File: config.mk
export PLATFORM = sky130hd
export DESIGN_NAME = api_frame_deframer_checker_unit
export DESIGN_NICKNAME = d
export VERILOG_FILES = /design/src/afd_pkg.sv /design/src/afd_in_reg.sv /design/src/afd_core.sv /design/src/afd_out_reg.sv /design/src/api_frame_deframer_checker_unit.sv
export SDC_FILE = /design/constraint.sdc
export NUM_CORES = 1
export LEC_CHECK = 0
export BUFFER_PORTS_ARGS = -buffer_cell sky130_fd_sc_hd__clkbuf_2
export CAP_MARGIN = 10
export CELL_PAD_IN_SITES_DETAIL_PLACEMENT = 2
export CELL_PAD_IN_SITES_GLOBAL_PLACEMENT = 2
export CORE_MARGIN = 3
export CORE_UTILIZATION = 40
export CTS_CLUSTER_DIAMETER = 30
export DETAILED_ROUTE_END_ITERATION = 16
export PLACE_DENSITY = 0.91
export REMOVE_ABC_BUFFERS = 1
export SLEW_MARGIN = 20
export SYNTH_ARGS = -nofsm -noshare
export SYNTH_HDL_FRONTEND = slang
export SYNTH_SLANG_ARGS = --single-unit
File: constraint.sdc
create_clock -name clk_i -period 5.8 [get_ports clk_i]
set_input_delay 0.58 -clock clk_i [delete_from_list [all_inputs] [get_ports clk_i]]
set_output_delay 0.58 -clock clk_i [all_outputs]
set_load 0.005 [all_outputs]
File: src/afd_pkg.sv
`timescale 1ns / 1ps

package afd_pkg;

  localparam int unsigned ByteW   = 8;
  localparam int unsigned KindW   = 2;
  localparam int unsigned StatusW = 2;
  localparam int unsigned LenW    = 16;

  // Start delimiter after reset.
  localparam logic [ByteW-1:0] StartDelimReset = 8'h7E;
  // A well-formed frame sums to this value over data and checksum.
  localparam logic [ByteW-1:0] SumGood = 8'hFF;

  // Kind of a result beat.
  localparam logic [KindW-1:0] KindType    = 2'd0;
  localparam logic [KindW-1:0] KindPayload = 2'd1;
  localparam logic [KindW-1:0] KindVerdict = 2'd2;

  // Verdict codes.
  localparam logic [StatusW-1:0] StOk       = 2'd0;
  localparam logic [StatusW-1:0] StBadStart = 2'd1;
  localparam logic [StatusW-1:0] StLength   = 2'd2;
  localparam logic [StatusW-1:0] StChecksum = 2'd3;

  // One received beat held in the input register.
  typedef struct packed {
    logic             last;
    logic [ByteW-1:0] rx_byte;
  } in_beat_t;

  // One result beat.
  typedef struct packed {
    logic [LenW-1:0]    frame_length;
    logic [StatusW-1:0] status;
    logic [KindW-1:0]   out_kind;
    logic [ByteW-1:0]   out_byte;
  } result_t;

endpackage

File: src/afd_in_reg.sv
`timescale 1ns / 1ps

// Input register stage. Takes a beat whenever it is empty or being drained.
module afd_in_reg (
  input  logic             clk_i,
  input  logic             rst_ni,
  input  logic             valid_i,
  output logic             ready_o,
  input  afd_pkg::in_beat_t beat_i,
  output logic             valid_o,
  input  logic             take_i,
  output afd_pkg::in_beat_t beat_o
);

  logic              valid_q;
  logic              valid_d;
  afd_pkg::in_beat_t beat_q;

  assign ready_o = !valid_q || take_i;
  assign valid_d = valid_i ? 1'b1 : (valid_q && !take_i);

  always_ff @(posedge clk_i or negedge rst_ni) begin
    if (!rst_ni) begin
      valid_q <= 1'b0;
    end else begin
      valid_q <= valid_d;
    end
  end

  always_ff @(posedge clk_i) begin
    if (valid_i && ready_o) begin
      beat_q <= beat_i;
    end
  end

  assign valid_o = valid_q;
  assign beat_o  = beat_q;

endmodule

File: src/afd_core.sv
`timescale 1ns / 1ps

// Frame parser state and per-byte decision logic.
module afd_core (
  input  logic                     clk_i,
  input  logic                     rst_ni,
  input  logic                     cfg_we_i,
  input  logic [afd_pkg::ByteW-1:0] cfg_wdata_i,
  input  logic                     fire_i,
  input  afd_pkg::in_beat_t        beat_i,
  output logic                     res_valid_o,
  output afd_pkg::result_t         res_o
);

  localparam logic [2:0] PhStart   = 3'd0;
  localparam logic [2:0] PhLenHi   = 3'd1;
  localparam logic [2:0] PhLenLo   = 3'd2;
  localparam logic [2:0] PhType    = 3'd3;
  localparam logic [2:0] PhPayload = 3'd4;
  localparam logic [2:0] PhCheck   = 3'd5;
  localparam logic [2:0] PhDrain   = 3'd6;

  logic [afd_pkg::ByteW-1:0]   delim_q;
  logic [2:0]                  phase_q, phase_d;
  logic [afd_pkg::LenW-1:0]    remain_q, remain_d;
  logic [afd_pkg::ByteW-1:0]   sum_q, sum_d;
  logic [afd_pkg::StatusW-1:0] err_q, err_d;
  logic [afd_pkg::LenW-1:0]    hlen_q, hlen_d;
  logic                        checked;
  logic                        fwd;
  logic [afd_pkg::KindW-1:0]   kind;
  logic [afd_pkg::StatusW-1:0] verdict;
  logic [afd_pkg::ByteW-1:0]   b;

  assign b = beat_i.rx_byte;

  always_comb begin
    phase_d  = phase_q;
    remain_d = remain_q;
    sum_d    = sum_q;
    err_d    = err_q;
    hlen_d   = hlen_q;
    checked  = 1'b0;
    fwd      = 1'b0;
    kind     = afd_pkg::KindType;
    verdict  = afd_pkg::StOk;
    res_valid_o = 1'b0;
    res_o       = '0;

    unique case (phase_q)
      PhStart: begin
        if (b != delim_q) begin
          err_d   = afd_pkg::StBadStart;
          phase_d = PhDrain;
        end else begin
          phase_d = PhLenHi;
        end
      end
      PhLenHi: begin
        hlen_d  = {b, {afd_pkg::ByteW{1'b0}}};
        phase_d = PhLenLo;
      end
      PhLenLo: begin
        hlen_d   = {hlen_q[afd_pkg::LenW-1:afd_pkg::ByteW], b};
        remain_d = hlen_d;
        sum_d    = '0;
        phase_d  = (hlen_d != '0) ? PhType : PhCheck;
      end
      PhType, PhPayload: begin
        kind     = (phase_q == PhType) ? afd_pkg::KindType : afd_pkg::KindPayload;
        fwd      = 1'b1;
        sum_d    = sum_q + b;
        remain_d = remain_q - 1'b1;
        phase_d  = (remain_d != '0) ? PhPayload : PhCheck;
      end
      PhCheck: begin
        sum_d   = sum_q + b;
        checked = 1'b1;
        if (!beat_i.last) begin
          err_d   = afd_pkg::StLength;
          phase_d = PhDrain;
        end
      end
      default: begin
        // Draining after an error; the spare code behaves as a length error.
        if (err_q == afd_pkg::StOk) begin
          err_d = afd_pkg::StLength;
        end
        phase_d = PhDrain;
      end
    endcase

    if (err_d != afd_pkg::StOk) begin
      verdict = err_d;
    end else if (!checked) begin
      verdict = afd_pkg::StLength;
    end else begin
      verdict = (sum_d == afd_pkg::SumGood) ? afd_pkg::StOk : afd_pkg::StChecksum;
    end

    if (beat_i.last) begin
      res_valid_o        = 1'b1;
      res_o.out_kind     = afd_pkg::KindVerdict;
      res_o.status       = verdict;
      res_o.frame_length = hlen_d;
      phase_d  = PhStart;
      remain_d = '0;
      sum_d    = '0;
      err_d    = afd_pkg::StOk;
      hlen_d   = '0;
    end else if (fwd) begin
      res_valid_o    = 1'b1;
      res_o.out_byte = b;
      res_o.out_kind = kind;
    end
  end

  always_ff @(posedge clk_i or negedge rst_ni) begin
    if (!rst_ni) begin
      delim_q  <= afd_pkg::StartDelimReset;
      phase_q  <= PhStart;
      remain_q <= '0;
      sum_q    <= '0;
      err_q    <= afd_pkg::StOk;
      hlen_q   <= '0;
    end else begin
      if (cfg_we_i) begin
        delim_q <= cfg_wdata_i;
      end
      if (fire_i) begin
        phase_q  <= phase_d;
        remain_q <= remain_d;
        sum_q    <= sum_d;
        err_q    <= err_d;
        hlen_q   <= hlen_d;
      end
    end
  end

endmodule

File: src/afd_out_reg.sv
`timescale 1ns / 1ps

// Result register. Loads a new result when it is empty or while the held one is being taken.
module afd_out_reg (
  input  logic             clk_i,
  input  logic             rst_ni,
  input  logic             load_i,
  input  afd_pkg::result_t res_i,
  output logic             space_o,
  output logic             valid_o,
  input  logic             ready_i,
  output afd_pkg::result_t res_o
);

  logic             valid_q;
  logic             valid_d;
  afd_pkg::result_t res_q;

  assign space_o = !valid_q || ready_i;
  assign valid_d = load_i ? 1'b1 : (valid_q && !ready_i);

  always_ff @(posedge clk_i or negedge rst_ni) begin
    if (!rst_ni) begin
      valid_q <= 1'b0;
    end else begin
      valid_q <= valid_d;
    end
  end

  always_ff @(posedge clk_i) begin
    if (load_i) begin
      res_q <= res_i;
    end
  end

  assign valid_o = valid_q;
  assign res_o   = res_q;

endmodule

File: src/api_frame_deframer_checker_unit.sv
`timescale 1ns / 1ps

// A byte in the input register is parsed by the combinational parser step once the result
// register has room; its result, if any, is loaded there and offered on the result stream.
// Throughput: one byte per cycle while the result register has room, set by the parser
// step between the two registers. While a result waits, one more byte can be parked in
// the input register, and then the input stalls until the result register has room again.
// Reset: rst_ni clears both register stages, the parser state, and loads the delimiter 0x7E.
module api_frame_deframer_checker_unit (
  input  logic        clk_i,
  input  logic        rst_ni,
  // Received stream.
  input  logic        s_axis_tvalid_i,
  output logic        s_axis_tready_o,
  input  logic [7:0]  s_axis_tdata_i,   // [7:0] rx_byte
  input  logic        s_axis_tlast_i,   // buffer_end
  // Result stream.
  output logic        m_axis_tvalid_o,
  input  logic        m_axis_tready_i,
  output logic [31:0] m_axis_tdata_o,   // [7:0] out_byte, [9:8] status,
                                        // [25:10] frame_length, [31:26] zero
  output logic [1:0]  m_axis_tuser_o,   // [1:0] out_kind
  // Start delimiter register.
  input  logic        cfg_we_i,
  input  logic [7:0]  cfg_wdata_i
);

  afd_pkg::in_beat_t in_beat;
  afd_pkg::in_beat_t held_beat;
  logic              held_valid;
  logic              out_space;
  logic              fire;
  logic              res_valid;
  afd_pkg::result_t  res;
  afd_pkg::result_t  out_res;

  assign in_beat.rx_byte = s_axis_tdata_i;
  assign in_beat.last    = s_axis_tlast_i;

  // A held byte is processed whenever the result register has room, even if it
  // produces no result; bytes without a result simply advance the parser.
  assign fire = held_valid && out_space;

  afd_in_reg u_in_reg (
    .clk_i   (clk_i),
    .rst_ni  (rst_ni),
    .valid_i (s_axis_tvalid_i),
    .ready_o (s_axis_tready_o),
    .beat_i  (in_beat),
    .valid_o (held_valid),
    .take_i  (fire),
    .beat_o  (held_beat)
  );

  afd_core u_core (
    .clk_i       (clk_i),
    .rst_ni      (rst_ni),
    .cfg_we_i    (cfg_we_i),
    .cfg_wdata_i (cfg_wdata_i),
    .fire_i      (fire),
    .beat_i      (held_beat),
    .res_valid_o (res_valid),
    .res_o       (res)
  );

  afd_out_reg u_out_reg (
    .clk_i   (clk_i),
    .rst_ni  (rst_ni),
    .load_i  (fire && res_valid),
    .res_i   (res),
    .space_o (out_space),
    .valid_o (m_axis_tvalid_o),
    .ready_i (m_axis_tready_i),
    .res_o   (out_res)
  );

  assign m_axis_tdata_o = {6'b0, out_res.frame_length, out_res.status, out_res.out_byte};
  assign m_axis_tuser_o = out_res.out_kind;

  // A verdict beat never carries a data byte.
  a_verdict_no_byte : assert property (@(posedge clk_i) disable iff (!rst_ni)
    (m_axis_tvalid_o && m_axis_tuser_o == afd_pkg::KindVerdict)
      |-> m_axis_tdata_o[7:0] == 8'd0)
    else $error("verdict beat carries a nonzero byte");

  // Forwarded bytes carry neither status nor length.
  a_fwd_clean : assert property (@(posedge clk_i) disable iff (!rst_ni)
    (m_axis_tvalid_o && m_axis_tuser_o != afd_pkg::KindVerdict)
      |-> m_axis_tdata_o[25:8] == 18'd0)
    else $error("forwarded beat carries status or length");

  // The spare kind code is never produced.
  a_kind_legal : assert property (@(posedge clk_i) disable iff (!rst_ni)
    m_axis_tvalid_o |-> m_axis_tuser_o != 2'd3)
    else $error("illegal result kind");

  // With the result register empty, the input side must be able to take a beat.
  a_ready_when_empty : assert property (@(posedge clk_i) disable iff (!rst_ni)
    !m_axis_tvalid_o |-> s_axis_tready_o)
    else $error("input stalled with an empty result register");

endmodule

==> impl_metrics.ini <==
[outcome]
outcome = complete, no violations

[sta]
max_slew_margin_pct = 25.2
setup_viol_count_final = 0
final-max-slew-violation-count = 0
timing_worst_slew_pin_value_ps = 1120
fin_crit_ps = 3140
final.setup.tns_ps = 0
timing.fmax_mhz = 318
final.period_utilization_pct = 54.2
final_hold_violation_count = 0
skew_ps = 11.1
rsz0062_at_grt = false

[critical_path]
critPathRequiredTime_ps = 5870
critical_path.max_fanout = 9
worst_setup_path_end_kind = register
cp_top_family = simple AND/OR/NAND/NOR gates
timing.setup.critical_path_class = register to register
crit_chain = ha_1, fa_1, a211o_1, o211ai_1, a32oi_1, or4b_1, nor4_2, a311oi_1
critical_path.slowest_cell = sky130_fd_sc_hd__edfxtp_1
critPathArrivalTime_ps = 3220
critPathMaxStageDelay_ps = 580
startpoint_type = register
worstPathBufferInverterCount = 0

[synthesis]
synthDominantCellAreaShare_pct = 24.8
netlist_area_before_placement_um2 = 4940
synth_largest_area_cell = sky130_fd_sc_hd__dfrtp_1
most_frequent_cell_after_synthesis = sky130_fd_sc_hd__nand2_1
ys_warn_count = 0
synth_top_cells_by_area = sky130_fd_sc_hd__dfrtp_1 (25%), sky130_fd_sc_hd__edfxtp_1 (22%), sky130_fd_sc_hd__o21ai_0 (4.7%)
yosys_register_bits = 92
async_flop_share_pct = 59.8
synthesis.instances = 493
seq_area_frac_synth_pct = 50.5
synthFlopType = sky130_fd_sc_hd__dfrtp_1
post_synth.cell_area_avg_um2 = 10.0
synth_enable_flop_cells = 37
yosysUniqueCellTypes = 69
synth_common_cells = sky130_fd_sc_hd__nand2_1 (53), sky130_fd_sc_hd__dfrtp_1 (49), sky130_fd_sc_hd__o21ai_0 (46)

[cts]
clock_tree.root_cell = sky130_fd_sc_hd__clkbuf_16
postCtsSetupRepairBufs = 0
cts.htree.levels = 3
numClockSinks = 92
cts_tree = built
worst_setup_hold_path_clk_slew_ps = 70
ctsResizeCount = 0
clk_path_buf_depth = 2
clock_latency_on_the_worst_skew_pair_ps = 350
post_cts_hold_buffer_count = 0
cts-buffers-inserted = 9

[floorplanning]
die_extent_in_y_um = 117
chipWidth_um = 117
design.die.area_um2 = 13700
floorplan.rows = 39
initial_core_util_pct = 42.0
fp.coreArea_um2 = 11800
io-pin-count = 58

[layout]
diodes = 0
area.growth.synth_to_final_pct = 13.0
final_core_util_pct = 47.5
postLayoutCellArea_um2 = 5590
drive_above_1_share_pct = 18.9
layout.nets = 555

[power_and_ir_drop]
ir_worst_vdd_mv = 0.312
leakage_nw = 2.31
cellPowerDensity_nw_per_um2 = 561

[detailed_routing]
wl_mm = 17.3
post_drt_wl_per_cell_um = 24.9
routed_vias = 4349
ant_nets = 0
detail_route.iter0.violations = 331
drc = 0
via_per_instance_ratio = 6.28
first_pass_iters = 5

[global_route]
antenna_found_initial = 0
wire_length_of_the_first_global_routing_pass_mm = 26.9
largest_net_degree_at_the_start_of_global_routing = 56
grt_remaining_overflow = 0
globalRouteTotalUtil_pct = 26.0
first_global_vias = 4663

[place]
placement.io_buffers = 51
detailedPlacementHpwl_mm = 11.5
gp_congestion = 0.854
detailed_place.area_um2 = 5270

[worst_hold_path]
min-delay-path-class = input pin to asynchronous set/reset pin

[job]
cap_viol_max_count = 0
## path summary, 6_finish.rpt
kind	from	end	slack, ps	depth (start not counted)
min in group clk_i	s_axis_tdata_i[6]	u_in_reg.beat_o[6]$_DFFE_PP_	410	1
min reg2reg	u_core.hlen_q[7]$_DFFE_PN0P_	u_core.hlen_q[7]$_DFFE_PN0P_	510	1
max	u_in_reg.beat_o[0]$_DFFE_PP_	u_out_reg.res_o[10]$_SDFFCE_PN0P_	2660	8
max in group asynchronous	rst_ni	u_core.delim_q[7]$_DFFE_PN0P_	4910	2
min	rst_ni	u_core.remain_q[7]$_DFFE_PN0P_	380	2
max reg2reg	u_in_reg.beat_o[0]$_DFFE_PP_	u_out_reg.res_o[10]$_SDFFCE_PN0P_	2660	8
## through the flow
step                      power, mW  setup slack [ps]  hold WS, ps  instances
after floorplan                1.95              2970          284        455
after global placement         2.33              2870          484        676
after detailed placement       2.47              2710          484        676
after CTS                      3.11              2660          405        692
after global routing           3.33              2480          406        692
final                          3.13              2660          382        692
## sequential cells by signal, indices dropped and copies added (netlist names)
signal             count
u_out_reg.res_o       28
u_in_reg.beat_o        9
u_core.delim_q         8
u_core.sum_q           8
u_core.remain_q       16
u_core.phase_q         3
u_core.err_q           2
u_in_reg.valid_o       1
u_out_reg.valid_o      1
u_core.hlen_q         16
## final cells by class
cell class	instances	area, um^2
clock buffer	9	225
clock inverter	7	76.3
fill	1230	6170
inverter	8	30.0
multi-input combinational	355	2260
sequential	92	2490
tap	164	205
timing repair buffer	57	300
## per-layer routing
metal  up-vias  wire length, um  track usage (%)
met1      2279             6890             32.4
met4         0              486             8.64
met3        33              836             4.01
li1       1868                -                -
met5         -                0                0
met2       169             9040             45.9
## report_power, final
group / total [mW] / leakage, nW / internal, mW / switching [mW]
Sequential: 1.16 / 1.07 / 0.890 / 0.271
Clock: 0.604 / 0.142 / 0.337 / 0.268
Combinational: 1.37 / 1.10 / 0.503 / 0.867
Total: 3.13 / 2.31 / 1.73 / 1.40
## cells by family (layout without fill, tap and decap cells)
kind of cell,count (synthesis),count (layout),share of synthesized area [%]
AND/OR/NAND/NOR,160,160,16.4
AO/OA/AOI/OAI,155,155,20.9
flip-flops,92,92,50.5
buffers and inverters,51,81,4.81
XOR/XNOR,15,15,2.66
adder cells (fa/ha/maj),10,10,2.68
multiplexers,9,9,2.02
other,1,6,0.0758
## cell usage in the layout (no fill, tap or decap), drive strengths merged, types with 10 or more instances in the layout
cell type	synthesis	routed
a22oi	18	18
nor2	45	45
nor4	10	10
dfrtp	49	49
a21oi	24	24
and3	12	12
nand2	53	53
o21ai	47	47
a22o	16	16
edfxtp	37	37
xnor2	10	10
clkbuf	29	60
No activity file was read; power rests on OpenSTA's default activity.
